### src/pre_pkg.sv
// ============================================================================
// pre_pkg: shared types and constants of the printable run extractor
// Payload structs, the command word passed from front to back, the prefix
// write port and the fixed widths and codes of the design.
// ============================================================================
package pre_pkg;

   localparam int PRE_MIN_LIMIT = 32;
   localparam int PRE_MAX_RUN   = 65536;

   localparam int OFF_W = 48;
   localparam int CSR_W = 6;
   localparam int MIN_W = 7;
   localparam int CNT_W = 6;

   localparam logic [CSR_W-1:0] MIN_LENGTH_RESET = CSR_W'(4);

   localparam logic [7:0] CHAR_SPACE = 8'h20;
   localparam logic [7:0] CHAR_TILDE = 8'h7E;
   localparam logic [7:0] CHAR_TAB   = 8'h09;

   localparam logic [1:0] CMD_CHAR   = 2'd0;
   localparam logic [1:0] CMD_END    = 2'd1;
   localparam logic [1:0] CMD_REPLAY = 2'd2;

   typedef struct packed {
      logic [7:0] data_byte;
      logic       end_of_input;
   } req_payload_type;

   typedef struct packed {
      logic [7:0]       char_out;
      logic             char_valid;
      logic             string_end;
      logic [OFF_W-1:0] start_offset;
   } rsp_payload_type;

   typedef struct packed {
      logic [1:0]       kind;
      logic [7:0]       data_byte;
      logic [CNT_W-1:0] count;
      logic [OFF_W-1:0] start_offset;
   } cmd_type;

   typedef struct packed {
      logic             en;
      logic [CNT_W-1:0] addr;
      logic [7:0]       data;
   } pfx_wr_type;

endpackage

### src/pre_front.sv
// ============================================================================
// pre_front: input acceptance and run tracking
// Accepts bytes, tracks the current printable run and the byte offset,
// writes the prefix bytes and issues at most one command per transaction.
// ============================================================================
module pre_front
   import pre_pkg::*;
#(
   parameter int MIN_LIMIT = PRE_MIN_LIMIT,
   parameter int MAX_RUN   = PRE_MAX_RUN
) (
   input  logic             clock,
   input  logic             reset,
   input  logic             req_valid,
   output logic             req_stall,
   input  req_payload_type  req_payload,
   input  logic             csr_we,
   input  logic [CSR_W-1:0] csr_wdata,
   input  logic             fifo_full,
   input  logic             replay_done,
   output logic             cmd_push,
   output cmd_type          cmd,
   output pfx_wr_type       pfx_wr
);

   localparam int RUN_W = $clog2(MAX_RUN + 1);

   logic [CSR_W-1:0] min_length_ff;
   logic [RUN_W-1:0] run_length_ff, run_length_in;
   logic [OFF_W-1:0] run_start_ff, run_start_in;
   logic [OFF_W-1:0] byte_offset_ff, byte_offset_in;
   logic             replay_pending_ff, replay_pending_in;

   logic             accept;
   logic             printable;
   logic [MIN_W-1:0] eff_min;
   logic [RUN_W-1:0] mn_ext;
   logic [RUN_W-1:0] len;
   logic [OFF_W-1:0] start;
   logic             reported;

   always_comb begin
      if (min_length_ff == '0) begin
         eff_min = MIN_W'(1);
      end else if ({1'b0, min_length_ff} > MIN_W'(MIN_LIMIT)) begin
         eff_min = MIN_W'(MIN_LIMIT);
      end else begin
         eff_min = {1'b0, min_length_ff};
      end
   end

   assign mn_ext    = RUN_W'(eff_min);
   assign req_stall = fifo_full | replay_pending_ff;
   assign accept    = req_valid & ~req_stall;
   assign printable = ((req_payload.data_byte >= CHAR_SPACE) &&
                       (req_payload.data_byte <= CHAR_TILDE)) ||
                      (req_payload.data_byte == CHAR_TAB);
   assign len       = run_length_ff + RUN_W'(1);
   assign start     = (run_length_ff == '0) ? byte_offset_ff : run_start_ff;
   assign reported  = (run_length_ff != '0) && (run_length_ff >= mn_ext);

   always_comb begin
      run_length_in     = run_length_ff;
      run_start_in      = run_start_ff;
      byte_offset_in    = byte_offset_ff;
      replay_pending_in = replay_pending_ff & ~replay_done;
      cmd_push          = 1'b0;
      cmd.kind          = CMD_CHAR;
      cmd.data_byte     = req_payload.data_byte;
      cmd.count         = CNT_W'(eff_min - MIN_W'(1));
      cmd.start_offset  = run_start_ff;
      pfx_wr.en         = 1'b0;
      pfx_wr.addr       = CNT_W'(run_length_ff);
      pfx_wr.data       = req_payload.data_byte;
      if (accept) begin
         priority if (req_payload.end_of_input) begin
            cmd_push       = reported;
            cmd.kind       = CMD_END;
            run_length_in  = '0;
            run_start_in   = '0;
            byte_offset_in = '0;
         end else if (printable) begin
            run_start_in     = start;
            cmd.start_offset = start;
            byte_offset_in   = byte_offset_ff + OFF_W'(1);
            if (run_length_ff < RUN_W'(MAX_RUN)) begin
               run_length_in = len;
               pfx_wr.en     = run_length_ff < RUN_W'(MIN_LIMIT - 1);
               if (len == mn_ext) begin
                  cmd_push          = 1'b1;
                  cmd.kind          = CMD_REPLAY;
                  replay_pending_in = 1'b1;
               end else if (len > mn_ext) begin
                  cmd_push = 1'b1;
                  cmd.kind = CMD_CHAR;
               end
            end
         end else begin
            cmd_push       = reported;
            cmd.kind       = CMD_END;
            run_length_in  = '0;
            byte_offset_in = byte_offset_ff + OFF_W'(1);
         end
      end
   end

   always_ff @(posedge clock) begin
      if (reset) begin
         min_length_ff     <= MIN_LENGTH_RESET;
         run_length_ff     <= '0;
         run_start_ff      <= '0;
         byte_offset_ff    <= '0;
         replay_pending_ff <= 1'b0;
      end else begin
         if (csr_we) begin
            min_length_ff <= csr_wdata;
         end
         run_length_ff     <= run_length_in;
         run_start_ff      <= run_start_in;
         byte_offset_ff    <= byte_offset_in;
         replay_pending_ff <= replay_pending_in;
      end
   end

endmodule

### src/pre_cmd_fifo.sv
// ============================================================================
// pre_cmd_fifo: two-entry command queue
// Decouples the front from the back so that each side stalls on its own.
// ============================================================================
module pre_cmd_fifo
   import pre_pkg::*;
(
   input  logic    clock,
   input  logic    reset,
   input  logic    push,
   input  cmd_type push_cmd,
   input  logic    pop,
   output cmd_type head,
   output logic    full,
   output logic    empty
);

   cmd_type     entry_ff [2];
   logic        wr_ptr_ff, wr_ptr_in;
   logic        rd_ptr_ff, rd_ptr_in;
   logic [1:0]  count_ff, count_in;
   logic        do_push;
   logic        do_pop;

   assign full    = count_ff == 2'd2;
   assign empty   = count_ff == 2'd0;
   assign head    = entry_ff[rd_ptr_ff];
   assign do_push = push & ~full;
   assign do_pop  = pop & ~empty;

   always_comb begin
      wr_ptr_in = wr_ptr_ff ^ do_push;
      rd_ptr_in = rd_ptr_ff ^ do_pop;
      count_in  = count_ff + {1'b0, do_push} - {1'b0, do_pop};
   end

   always_ff @(posedge clock) begin
      if (do_push) begin
         entry_ff[wr_ptr_ff] <= push_cmd;
      end
   end

   always_ff @(posedge clock) begin
      if (reset) begin
         wr_ptr_ff <= 1'b0;
         rd_ptr_ff <= 1'b0;
         count_ff  <= 2'd0;
      end else begin
         wr_ptr_ff <= wr_ptr_in;
         rd_ptr_ff <= rd_ptr_in;
         count_ff  <= count_in;
      end
   end

endmodule

### src/pre_back.sv
// ============================================================================
// pre_back: command execution and result register
// Holds the prefix memory, replays held bytes, and drives the result
// register toward the receiver.
// ============================================================================
module pre_back
   import pre_pkg::*;
#(
   parameter int MIN_LIMIT = PRE_MIN_LIMIT
) (
   input  logic            clock,
   input  logic            reset,
   input  pfx_wr_type      pfx_wr,
   input  cmd_type         head,
   input  logic            fifo_empty,
   output logic            pop,
   output logic            replay_done,
   output logic            rsp_valid,
   input  logic            rsp_stall,
   output rsp_payload_type rsp_payload
);

   localparam int DEPTH = MIN_LIMIT - 1;
   localparam int IDX_W = (DEPTH > 1) ? $clog2(DEPTH) : 1;

   localparam logic [1:0] ST_IDLE  = 2'd0;
   localparam logic [1:0] ST_FETCH = 2'd1;
   localparam logic [1:0] ST_WAIT  = 2'd2;
   localparam logic [1:0] ST_LAST  = 2'd3;

   logic [7:0]       mem [DEPTH];
   logic [7:0]       rd_data_ff;
   logic             rd_en;

   logic [1:0]       state_ff, state_in;
   logic [CNT_W-1:0] idx_ff, idx_in;
   logic [CNT_W-1:0] count_ff, count_in;
   logic [7:0]       byte_ff, byte_in;
   logic [OFF_W-1:0] off_ff, off_in;

   logic             rsp_valid_ff, rsp_valid_in;
   rsp_payload_type  rsp_payload_ff, rsp_payload_in;
   logic             out_free;
   logic             load;
   logic [CNT_W-1:0] idx_next;

   assign out_free    = ~rsp_valid_ff | ~rsp_stall;
   assign rsp_valid   = rsp_valid_ff;
   assign rsp_payload = rsp_payload_ff;
   assign idx_next    = idx_ff + CNT_W'(1);

   always_ff @(posedge clock) begin
      if (pfx_wr.en) begin
         mem[pfx_wr.addr[IDX_W-1:0]] <= pfx_wr.data;
      end
      if (rd_en) begin
         rd_data_ff <= mem[idx_ff[IDX_W-1:0]];
      end
   end

   always_comb begin
      state_in       = state_ff;
      idx_in         = idx_ff;
      count_in       = count_ff;
      byte_in        = byte_ff;
      off_in         = off_ff;
      pop            = 1'b0;
      replay_done    = 1'b0;
      rd_en          = 1'b0;
      load           = 1'b0;
      rsp_payload_in = rsp_payload_ff;
      unique case (state_ff)
         ST_IDLE: begin
            if (!fifo_empty) begin
               unique case (head.kind)
                  CMD_CHAR: begin
                     if (out_free) begin
                        pop            = 1'b1;
                        load           = 1'b1;
                        rsp_payload_in = {head.data_byte, 1'b1, 1'b0, head.start_offset};
                     end
                  end
                  CMD_END: begin
                     if (out_free) begin
                        pop            = 1'b1;
                        load           = 1'b1;
                        rsp_payload_in = {8'h00, 1'b0, 1'b1, head.start_offset};
                     end
                  end
                  CMD_REPLAY: begin
                     pop      = 1'b1;
                     idx_in   = '0;
                     count_in = head.count;
                     byte_in  = head.data_byte;
                     off_in   = head.start_offset;
                     state_in = (head.count != '0) ? ST_FETCH : ST_LAST;
                  end
                  default: begin
                     pop = 1'b1;
                  end
               endcase
            end
         end
         ST_FETCH: begin
            rd_en    = 1'b1;
            state_in = ST_WAIT;
         end
         ST_WAIT: begin
            if (out_free) begin
               load           = 1'b1;
               rsp_payload_in = {rd_data_ff, 1'b1, 1'b0, off_ff};
               idx_in         = idx_next;
               state_in       = (idx_next == count_ff) ? ST_LAST : ST_FETCH;
            end
         end
         ST_LAST: begin
            if (out_free) begin
               load           = 1'b1;
               replay_done    = 1'b1;
               rsp_payload_in = {byte_ff, 1'b1, 1'b0, off_ff};
               state_in       = ST_IDLE;
            end
         end
         default: begin
            state_in = ST_IDLE;
         end
      endcase
      rsp_valid_in = load | (rsp_valid_ff & rsp_stall);
   end

   always_ff @(posedge clock) begin
      idx_ff         <= idx_in;
      count_ff       <= count_in;
      byte_ff        <= byte_in;
      off_ff         <= off_in;
      rsp_payload_ff <= rsp_payload_in;
   end

   always_ff @(posedge clock) begin
      if (reset) begin
         state_ff     <= ST_IDLE;
         rsp_valid_ff <= 1'b0;
      end else begin
         state_ff     <= state_in;
         rsp_valid_ff <= rsp_valid_in;
      end
   end

endmodule

### src/printable_run_extractor.sv
// ============================================================================
// printable_run_extractor: streaming printable string extraction
// Reports runs of printable bytes as characters and end markers.
// ============================================================================
// Usage:
//   req channel: one byte or an end-of-input flag per transaction
//   (req_valid / req_stall). rsp channel: one string character or one end
//   marker per transaction, tagged with the run's start offset.
//   csr_we / csr_wdata write min_length; write it only while idle.
// Throughput and timing:
//   A byte that passes straight through is registered in the command queue
//   and then in the rsp register. The front takes one byte per cycle while
//   the two-entry command queue has room and no replay is pending; the back
//   drains one plain result per cycle while the receiver does not stall.
//   When a run reaches min_length the back replays the held prefix from its
//   memory, one read and one load per byte, while req_stall stays high.
// Reset:
//   Synchronous, active high. Clears the run, the offset and both
//   channels; min_length returns to 4. Prefix memory is not cleared.
// Receiver stall:
//   rsp holds its transaction; the queue fills and then req_stall rises.
// ============================================================================
module printable_run_extractor
   import pre_pkg::*;
#(
   parameter int MIN_LIMIT = PRE_MIN_LIMIT,
   parameter int MAX_RUN   = PRE_MAX_RUN
) (
   input  logic             clock,
   input  logic             reset,
   input  logic             req_valid,
   output logic             req_stall,
   input  req_payload_type  req_payload,
   output logic             rsp_valid,
   input  logic             rsp_stall,
   output rsp_payload_type  rsp_payload,
   input  logic             csr_we,
   input  logic [CSR_W-1:0] csr_wdata
);

   logic       cmd_push;
   cmd_type    cmd;
   cmd_type    head;
   pfx_wr_type pfx_wr;
   logic       fifo_full;
   logic       fifo_empty;
   logic       pop;
   logic       replay_done;

   pre_front #(
      .MIN_LIMIT (MIN_LIMIT),
      .MAX_RUN   (MAX_RUN)
   ) u_front (
      .clock       (clock),
      .reset       (reset),
      .req_valid   (req_valid),
      .req_stall   (req_stall),
      .req_payload (req_payload),
      .csr_we      (csr_we),
      .csr_wdata   (csr_wdata),
      .fifo_full   (fifo_full),
      .replay_done (replay_done),
      .cmd_push    (cmd_push),
      .cmd         (cmd),
      .pfx_wr      (pfx_wr)
   );

   pre_cmd_fifo u_fifo (
      .clock    (clock),
      .reset    (reset),
      .push     (cmd_push),
      .push_cmd (cmd),
      .pop      (pop),
      .head     (head),
      .full     (fifo_full),
      .empty    (fifo_empty)
   );

   pre_back #(
      .MIN_LIMIT (MIN_LIMIT)
   ) u_back (
      .clock       (clock),
      .reset       (reset),
      .pfx_wr      (pfx_wr),
      .head        (head),
      .fifo_empty  (fifo_empty),
      .pop         (pop),
      .replay_done (replay_done),
      .rsp_valid   (rsp_valid),
      .rsp_stall   (rsp_stall),
      .rsp_payload (rsp_payload)
   );

endmodule
### config.mk
export PLATFORM = sky130hd
export DESIGN_NAME = printable_run_extractor
export DESIGN_NICKNAME = d
export VERILOG_FILES = /design/src/pre_pkg.sv /design/src/pre_front.sv /design/src/pre_cmd_fifo.sv /design/src/pre_back.sv /design/src/printable_run_extractor.sv
export SDC_FILE = /design/constraint.sdc
export NUM_CORES = 1
export LEC_CHECK = 0
export BUFFER_PORTS_ARGS = -buffer_cell sky130_fd_sc_hd__buf_2
export CAP_MARGIN = 20
export CELL_PAD_IN_SITES_DETAIL_PLACEMENT = 1
export CELL_PAD_IN_SITES_GLOBAL_PLACEMENT = 2
export CORE_UTILIZATION = 50
export DETAILED_ROUTE_END_ITERATION = 10
export GPL_ROUTABILITY_DRIVEN = 0
export MAX_ROUTING_LAYER = met4
export PLACE_DENSITY_LB_ADDON = 0.08
export SYNTH_ARGS = -nofsm -noshare
export SYNTH_HDL_FRONTEND = slang
export SYNTH_SLANG_ARGS = --single-unit
### constraint.sdc
create_clock -name clock -period 15.2 [get_ports clock]
set_input_delay 3.04 -clock clock [delete_from_list [all_inputs] [get_ports clock]]
set_output_delay 3.04 -clock clock [all_outputs]
set_load 0.005 [all_outputs]
# Word level (Yosys, flattened, before mapping)

Memory sizes are Yosys's and may differ from the RTL's. A register that Yosys moved wholly into a read port is not among the register bits.
Cells that the tools add are included.
W data, S select, Z words.

Register bits after elaboration: 253
RAM bits: 376
Bits of input ports: 20
Output and inout bits: 60
Logic and storage cells: 148
Memories: 2

$add $sub $neg: 6
Order comparisons: 7
Equality and inequality tests: 17
Mux-type cells: 63
Bitwise logic cells: 16
Reductions and logical operators: 19

Memory list:

| memory          | words | width | rd ports | clocked after memory_dff | write ports | RTL line           | source |
|---|---|---|---|---|---|---|---|
| u_back.mem      | 31    | 8     | 1        | 1                        | 1           | pre_back.sv:31     | `logic [7:0] mem [DEPTH];` |
| u_fifo.entry_ff | 2     | 64    | 1        | 1                        | 1           | pre_cmd_fifo.sv:18 | `cmd_type entry_ff [2];` |

Operators by type and width:

| operator                | number |
|---|---|
| $mux W58                | 5 |
| $mux W48                | 6 |
| $pmux W58 S3            | 1 |
| $pmux W58 S2            | 1 |
| $mux W17                | 3 |
| $add A48 B1 Y48 const B | 1 |
| $mux W6                 | 5 |
| $mux W1                 | 28 |
| $mux W2                 | 11 |
| $add A17 B1 Y17 const B | 1 |
| $eq A17 B6 Y1           | 1 |
| $ge A17 B6 Y1           | 1 |
| $gt A17 B6 Y1           | 1 |
| $logic_not A17 Y1       | 1 |
| $lt A17 B17 Y1 const B  | 1 |
| $lt A17 B5 Y1 const B   | 1 |
| $reduce_bool A17 Y1     | 1 |
| $pmux W6 S2             | 1 |
| $eq A2 B2 Y1 const B    | 4 |
| $eq A8 B4 Y1 const B    | 1 |
| $ge A8 B6 Y1 const B    | 1 |
| $le A8 B7 Y1 const B    | 1 |
| $pmux W2 S4             | 1 |
| $reduce_and A4 Y1       | 2 |
| other kinds (27)        | 48 |

# Logic depth before layout (Yosys ltp)

Gate-level depths: netlist of the first run.

Word-level depth: 13
Mapped depth: 14
Mapped depth without buffers: 13

# By module

Synthesis of the first run repeated with hierarchy kept, for this count alone.

Cells, all modules: 1,770
Area total of the unflattened synthesis: 25,922.4 um^2

Modules (own cells, without submodules):

| module       | instances | cells an instance | area an instance (um^2) | sequential area each (um^2) |
|---|---|---|---|---|
| pre_back     | 1         | 722               | 14,911.8                | 11,531.1 |
| pre_front    | 1         | 826               | 6,157.2                 | 2,402.3 |
| pre_cmd_fifo | 1         | 222               | 4,853.4                 | 3,923.8 |

# Worst setup path before layout of the first run

No wires, ideal clock.

Kind: input to register
From: in req_payload[3] in the netlist's numbering
To: mem u_fifo.entry_ff[1][0] in the netlist's numbering, enable pin
Library setup time: 429 ps
Arrival: 5,913 ps
Required time: 14,771 ps
Slack: 8,858 ps
Cell stages on the path: 7
Path buffers: 1
Path through: nor4bb_1 > o21ai_1 > and2_1 > clkbuf_1 > or3_1 > o22ai_1 > ha_1

Longest elaborated chain between the ends: 9
Elaborated cells between the ends (all ways): 11
Classes of those cells: order compare (2); eq/ne (1); mux (5); bitwise (1); reduce/logical (2)

RTL lines:

| item                                                | RTL line                         | source |
|---|---|---|
| from (decl)                                         | printable_run_extractor.sv:33    | `input req_payload_type req_payload,` |
| $ge A8 B6 Y1 / $le A8 B7 Y1 (equally long branches) | pre_front.sv:55, pre_front.sv:56 |  |
| $logic_and A1 B1 Y1                                 | pre_front.sv:55                  | `assign printable = ((req_payload.data_byte >= CHAR_SPACE) &&` |
| $logic_or A1 B1 Y1 *                                | pre_front.sv:56                  | `(req_payload.data_byte <= CHAR_TILDE)) \|\|` |
| $mux W1 *                                           | pre_front.sv:82                  | `end else if (printable) begin` |
| $mux W1 *                                           | pre_front.sv:76                  | `priority if (req_payload.end_of_input) begin` |
| $mux W1 *                                           | pre_front.sv:75                  | `if (accept) begin` |
| $and A1 B1 Y1 *                                     | pre_cmd_fifo.sv:28               | `assign do_push = push & ~full;` |
| $mux W1 *                                           | pre_cmd_fifo.sv:38               | `if (do_push) begin` |
| $mux W1 (not written as such) *                     | pre_cmd_fifo.sv:39               | `entry_ff[wr_ptr_ff] <= push_cmd;` |
| to (decl)                                           | pre_cmd_fifo.sv:18               |  |

Every way passes the cells marked *; elsewhere a longest branch is shown, timed or not.

# Final worst setup path of the first run

From: in req_payload[4] in the netlist's numbering
To: mem u_fifo.entry_ff[0][36] in the netlist's numbering, enable pin

Same word-level chain as after synthesis.

==> metrics.csv, run 1 <==
metric,value,unit
cts_resized,0,
antenna_cells,0,
synth-seq-cells,637,
layout_commonest_cell,edfxtp_1,
worstHoldPathType,reg -> reg,
startpoint_type,input port,
regToRegStartpoint,u_front.run_length_ff[2]$_SDFFE_PP0P_,
period_share,41.5,%
hpwl,35.5,mm
num_rows,83,
fin_nets,1796,
vdd_drop_max,0.117,mV
grt_max_degree,84,
grt_pass1_vias,15300,
rrSetupSlack,10.47,ns
drcViolationCount,0,
wl,58.2,mm
synth.distinct_cells,77,
yosysTopAreaCellShare,59.1,%
ys_seq_area_share,68.9,%
max_cap_viol_count,0,
cts_buffers,69,
power.total,4.60,mW
finalMaxSlewViolations,0,
start_util,50.5,%
first_pass_iters,4,
worst_pin_slew,1.03,ns
grt_pass1_wl,91.5,mm
worstPathArrival,6.52,ns
wl_per_cell,23.4,um
p_leak,9.68,nW
drive_gt1_share,26.1,%
cts_hold_buf,0,
min_period,6.30,ns
antenna_found_initial,0,
cts_tree,built,
clk_pin_slew,0.05,ns
portBuffers,79,
hold_viol_final,0,
rsz0062_at_grt,false,
synth_ff_type,edfxtp_1,
cts_sinks,637,
power_density,157,mW/mm^2
die_area,0.0527,sq mm
grt.overflow.total,0,
ant_nets,0,
areaGrowthSynthToFinish,12.9,%
synth-edff-count,510,
end_kind,register,
criticalPathCategory,in -> reg,
status,completed,
synth_area_leaders,"edfxtp_1 59%, dfxtp_1 9.8%, mux2_2 7.1%",
crit_end,u_fifo.entry_ff[0][36]$_DFFE_PP_,
gr-usage-all-layers,23.6,%
die_x,230,um
htreeDepth,3,
synth_area,0.0259,sq mm
clk_path_buf_depth,3,
core,0.0513,sq mm
ios,80,
reg2reg_to,u_fifo.entry_ff[0][36]$_DFFE_PP_,
crit_fanout,49,
rr_worst_depth,11,
fillCellCount,4787,
vias_per_cell,5.74,
fmax,159,MHz
die_h,230,um
synth_top_cell_by_area,edfxtp_1,
finalSetupTns,0,ns
setup_viol_count_final,0,
synthArstFlopShare,0,%
post-cts-setup-buffers,0,
syn_area_per_cell,15.5,sq um
startpoint,req_payload[4],
synthCells,1670,
max_slew_margin,31.0,%
final_cell_mix,"510 x edfxtp_1, 164 x mux2_2, 159 x nand2_1",
num_vias,14300,
cp_data_required_time,15.42,ns
clock_latency,0.60,ns
first_iter_violations,855,
cts_root_buffer,clkbuf_16,
skew,0.0118,ns
yosysWarnings,0,
## worst max-delay path: stages
cell	delay, ns
buf_2	0.50
nor4bb_1	0.38
o21ai_1	0.16
and2_1	0.27
or3_1	0.42
o22ai_1	0.56
ha_4	0.40
buf_4	0.71
## kinds of logic after synthesis
family,share of synthesized area [%]
other,0.0145
multiplexers,14.3
adder cells (fa/ha/maj),1.16
buffers and inverters,1.84
AND/OR/NAND/NOR,8.04
XOR/XNOR,2.06
flip-flops,68.9
AO/OA/AOI/OAI,3.71
## registers in the layout, indices dropped and copies added, names as in the netlist
register                   count
u_back.idx_ff                  6
u_back.off_ff                 48
u_front.run_start_ff          48
u_fifo.rd_ptr_ff               1
u_back.mem                   248
u_back.rd_data_ff              8
u_front.replay_pending_ff      1
u_front.byte_offset_ff        48
u_front.min_length_ff          6
u_back.state_ff                2
u_fifo.count_ff                2
u_fifo.wr_ptr_ff               1
u_fifo.entry_ff              128
u_back.byte_ff                 8
u_back.rsp_valid               1
u_back.count_ff                6
u_back.rsp_payload            58
u_front.run_length_ff         17
## Yosys cell counts, drive strengths merged (8+ instances only)
library cell  number
xnor2             25
nand3             25
dfxtp            127
xor2              36
and3              13
o22ai              9
a21oi             73
or3               18
nand2            160
ha                24
mux4              72
edfxtp           510
a31oi             10
a311oi             8
nor2             112
buf               33
inv               26
o21ai             27
clkbuf            54
mux2             164
nor4              18
nand4             15
nor3              12
mux2i             23
## area by class of cell
| cell class | count | area (sq um) | share of cell area, % |
|---|---|---|---|
| well taps | 680 | 851 | 2.91 |
| flip-flops and latches | 637 | 17900 | 61.1 |
| repair buffers | 97 | 531 | 1.81 |
| clock inverters | 37 | 382 | 1.30 |
| inverters | 26 | 97.6 | 0.334 |
| clock buffers | 91 | 1880 | 6.43 |
| multi-input cells | 921 | 7650 | 26.1 |
## stage by stage
step | hold WS, ns | utilization [%] | std cells | setup WS [ns] | instance area (sq um)
final | 0.452 | 57.0 | 2489 | 8.90 | 29300
after global routing | 0.476 | 57.0 | 2489 | 8.64 | 29300
after CTS | 0.455 | 57.0 | 2489 | 8.88 | 29300
after detailed placement | 0.447 | 52.6 | 2361 | 8.26 | 27000
after global placement | 0.438 | 52.6 | 2361 | 8.44 | 27000
after floorplan | 0.433 | - | 1671 | 8.86 | 25900
## routing by layer
layer / up-vias / track usage [%] / wire [um]
li1: 6513 / - / -
met1: 7421 / 33.0 / 27200
met2: 289 / 36.4 / 27700
met3: 65 / 3.14 / 2370
met4: 0 / 6.58 / 969
met5: - / - / 0
## power by group
part	internal, mW	total (mW)	switching, mW
registers	2.06	2.12	0.0567
clock network	0.997	1.67	0.672
logic	0.343	0.809	0.466
## worst min-delay path by stage
stage	end	slack, ns	cells past startpoint	from
6_report	u_front.run_start_ff[27]$_SDFFE_PP0P_	0.45	2	u_front.run_start_ff[27]$_SDFFE_PP0P_
5_1_grt	u_front.run_start_ff[20]$_SDFFE_PP0P_	0.48	2	u_front.run_start_ff[20]$_SDFFE_PP0P_
4_1_cts	u_front.run_start_ff[30]$_SDFFE_PP0P_	0.46	2	u_front.run_start_ff[30]$_SDFFE_PP0P_
3_5_place_dp	u_front.run_start_ff[26]$_SDFFE_PP0P_	0.45	2	u_front.run_start_ff[26]$_SDFFE_PP0P_
3_3_place_gp	u_front.run_start_ff[0]$_SDFFE_PP0P_	0.44	2	u_front.run_start_ff[0]$_SDFFE_PP0P_
2_1_floorplan	u_front.run_start_ff[0]$_SDFFE_PP0P_	0.43	2	u_front.run_start_ff[0]$_SDFFE_PP0P_
Note: power is estimated with default switching activity, not from simulation.
==> inputs of run 2 (changes only) <==
--- a/config.mk
+++ b/config.mk
@@ -9,7 +9,7 @@
 export CAP_MARGIN = 20
 export CELL_PAD_IN_SITES_DETAIL_PLACEMENT = 1
 export CELL_PAD_IN_SITES_GLOBAL_PLACEMENT = 2
-export CORE_UTILIZATION = 50
+export CORE_UTILIZATION = 46
 export DETAILED_ROUTE_END_ITERATION = 10
 export GPL_ROUTABILITY_DRIVEN = 0
 export MAX_ROUTING_LAYER = met4
==> constraint.sdc (replaced) <==
create_clock -name clock -period 5.8 [get_ports clock]
set_input_delay 1.16 -clock clock [delete_from_list [all_inputs] [get_ports clock]]
set_output_delay 1.16 -clock clock [all_outputs]
set_load 0.005 [all_outputs]
==> metrics.csv, run 2 (synthesized netlist as in run 1, its figures left out) <==
metric,value,unit,change
status,completed,,
antenna_found_initial,1,,+1
wl,59.1,mm,+1.5%
setup_slack,1.32,ns,-7.58 ns
dp_slack,1.16,ns,-7.10 ns
clk_path_buf_depth,3,,unchanged
worstPathArrival,4.74,ns,-1.78 ns
start_util,46.8,%,-3.8 points
cp_data_required_time,6.06,ns,-9.36 ns
die_x,239,um,+4.2%
cts_buffers,67,,-2.9%
die_area,0.0573,sq mm,+8.6%
die_h,239,um,+4.2%
rsz0062_at_grt,false,,
clock_latency,0.60,ns,about the same
vdd_drop_max,0.255,mV,+120%
rr_worst_depth,11,,unchanged
setup_viol_count_final,0,,unchanged
cts_hold_buf,0,,unchanged
drcViolationCount,0,,unchanged
skew,0.0184,ns,+0.00660 ns
vias_per_cell,5.59,,-2.7%
rrSetupSlack,1.32,ns,-9.15 ns
ant_nets,0,,unchanged
finalSetupTns,0,ns,unchanged
crit_chain,"nand3_1, nor2_1, xor2_1, ha_1, nand2_1, or3_1, o211ai_1, nor4b_1, o22ai_1, ha_4, buf_12",,
ios,80,,unchanged
cts_tree,built,,
reg2reg_to,u_fifo.entry_ff[0][31]$_DFFE_PP_,,
worstHoldPathType,reg -> reg,,
cts_resized,0,,unchanged
hold_end,u_front.run_start_ff[2]$_SDFFE_PP0P_,,
period_share,77.3,%,
grt_max_degree,69,,-18%
cpPeakStageDelay,0.67,ns,-0.04 ns
gr-usage-all-layers,21.8,%,-1.8 points
drive_gt1_share,26.1,%,about the same
num_vias,14300,,-0.16%
fmax,223,MHz,
portBuffers,79,,unchanged
min_path_cells,2,,unchanged
hpwl,36.3,mm,+2.2%
path_delay_family,simple AND/OR/NAND/NOR gates,,
num_rows,86,,+3.6%
crit_fanout,44,,-10%
max_slew_margin,33.5,%,+2.5 points
power_density,408,mW/mm^2,+160%
grt.overflow.total,0,,unchanged
first_iter_violations,878,,+2.7%
end_kind,register,,
hold_viol_final,0,,unchanged
startpoint_type,register,,
min_period,4.48,ns,
regToRegStartpoint,u_front.run_length_ff[2]$_SDFFE_PP0P_,,
clk_pin_slew,0.06,ns,about the same
cts_sinks,637,,unchanged
antenna_cells,0,,unchanged
crit_slowest_cell,nor2_1,,
wl_per_cell,23.1,um,-1.1%
post-cts-setup-buffers,0,,unchanged
finalMaxSlewViolations,0,,unchanged
first_pass_iters,5,,+1
fin_nets,1796,,unchanged
grt_pass1_vias,15000,,-2.0%
crit_buf_inv,1,,-1
core,0.0554,sq mm,+8.0%
htreeDepth,3,,unchanged
grt_pass1_wl,90.6,mm,-0.93%
min_from,u_front.run_start_ff[2]$_SDFFE_PP0P_,,
cts_root_buffer,clkbuf_16,,
max_cap_viol_count,0,,unchanged
worst_pin_slew,0.994,ns,-0.0312 ns
final_cell_mix,"510 x edfxtp_1, 164 x mux2_2, 159 x nand2_1",,
p_leak,9.69,nW,+0.14%
largest_reg_flops,248,,unchanged
layout_commonest_cell,edfxtp_1,,
areaGrowthSynthToFinish,13.3,%,
criticalPathCategory,reg -> reg,,
==> run 2: worst max-delay path by stage <==
| stage | from | to | slack, ns | cells after the start |
|---|---|---|---|---|
| floorplan | u_back.state_ff[1]$_SDFFE_PP0P_ | u_back.byte_ff[0]$_DFFE_PP_ | 0.20 | 4 |
| global placement | req_payload[4] | u_fifo.entry_ff[0][33]$_DFFE_PP_ | 1.30 | 8 |
| detailed placement | req_payload[4] | u_fifo.entry_ff[0][54]$_DFFE_PP_ | 1.16 | 8 |
| CTS | u_front.run_length_ff[2]$_SDFFE_PP0P_ | u_fifo.entry_ff[1][35]$_DFFE_PP_ | 1.31 | 11 |
| global route | u_front.run_length_ff[2]$_SDFFE_PP0P_ | u_fifo.entry_ff[1][39]$_DFFE_PP_ | 1.06 | 11 |
| finish | u_front.run_length_ff[2]$_SDFFE_PP0P_ | u_fifo.entry_ff[0][31]$_DFFE_PP_ | 1.32 | 11 |
==> run 2: worst register-to-register path, delay by kind of cell (launching register included) <==
family / cells / cell delay (ns)
buf+inv: 1 / 0.35
xor+xnor: 1 / 0.17
compound gates: 2 / 0.58
flops: 1 / 0.63
fa+ha+maj: 2 / 0.81
simple gates: 5 / 1.60
==> run 2: report_power, final <==
group          total [mW]  switching (mW)  internal (mW)  leakage, nW
sequential           5.57           0.157           5.41         5.61
combinational        2.13            1.22          0.917         2.99
clock                4.28            1.75           2.53         1.09
==> run 2: stage by stage <==
stage / instance area [sq um] / power (mW) / hold WS (ns) / utilization [%] / cells
floorplan: 25900 / 7.05 / 0.433 / - / 1671
global placement: 27100 / 7.77 / 0.438 / 48.9 / 2430
detailed placement: 27100 / 7.82 / 0.447 / 48.9 / 2430
CTS: 29300 / 12.1 / 0.457 / 52.9 / 2553
global route: 29400 / 12.4 / 0.480 / 53.0 / 2554
finish: 29400 / 12.0 / 0.453 / 53.0 / 2554
==> run 2: area by class of cell <==
cell class	instances	area, sq um
fillers	5251	26100
multi-input cells	921	7650
well taps	748	936
clock inverters	30	219
clock buffers	93	1990
inverters	26	97.6
repair buffers	99	603
flip-flops and latches	637	17900
==> run 2: metal layers <==
| layer | vias up | global-route usage, % | share of wire (%) |
|---|---|---|---|
| met4 | 0 | 5.92 | 1.7 |
| met1 | 7429 | 30.8 | 48 |
| met3 | 74 | 3.15 | 4.3 |
| met5 | - | - | 0 |
| li1 | 6508 | - | - |
| met2 | 254 | 33.0 | 46 |
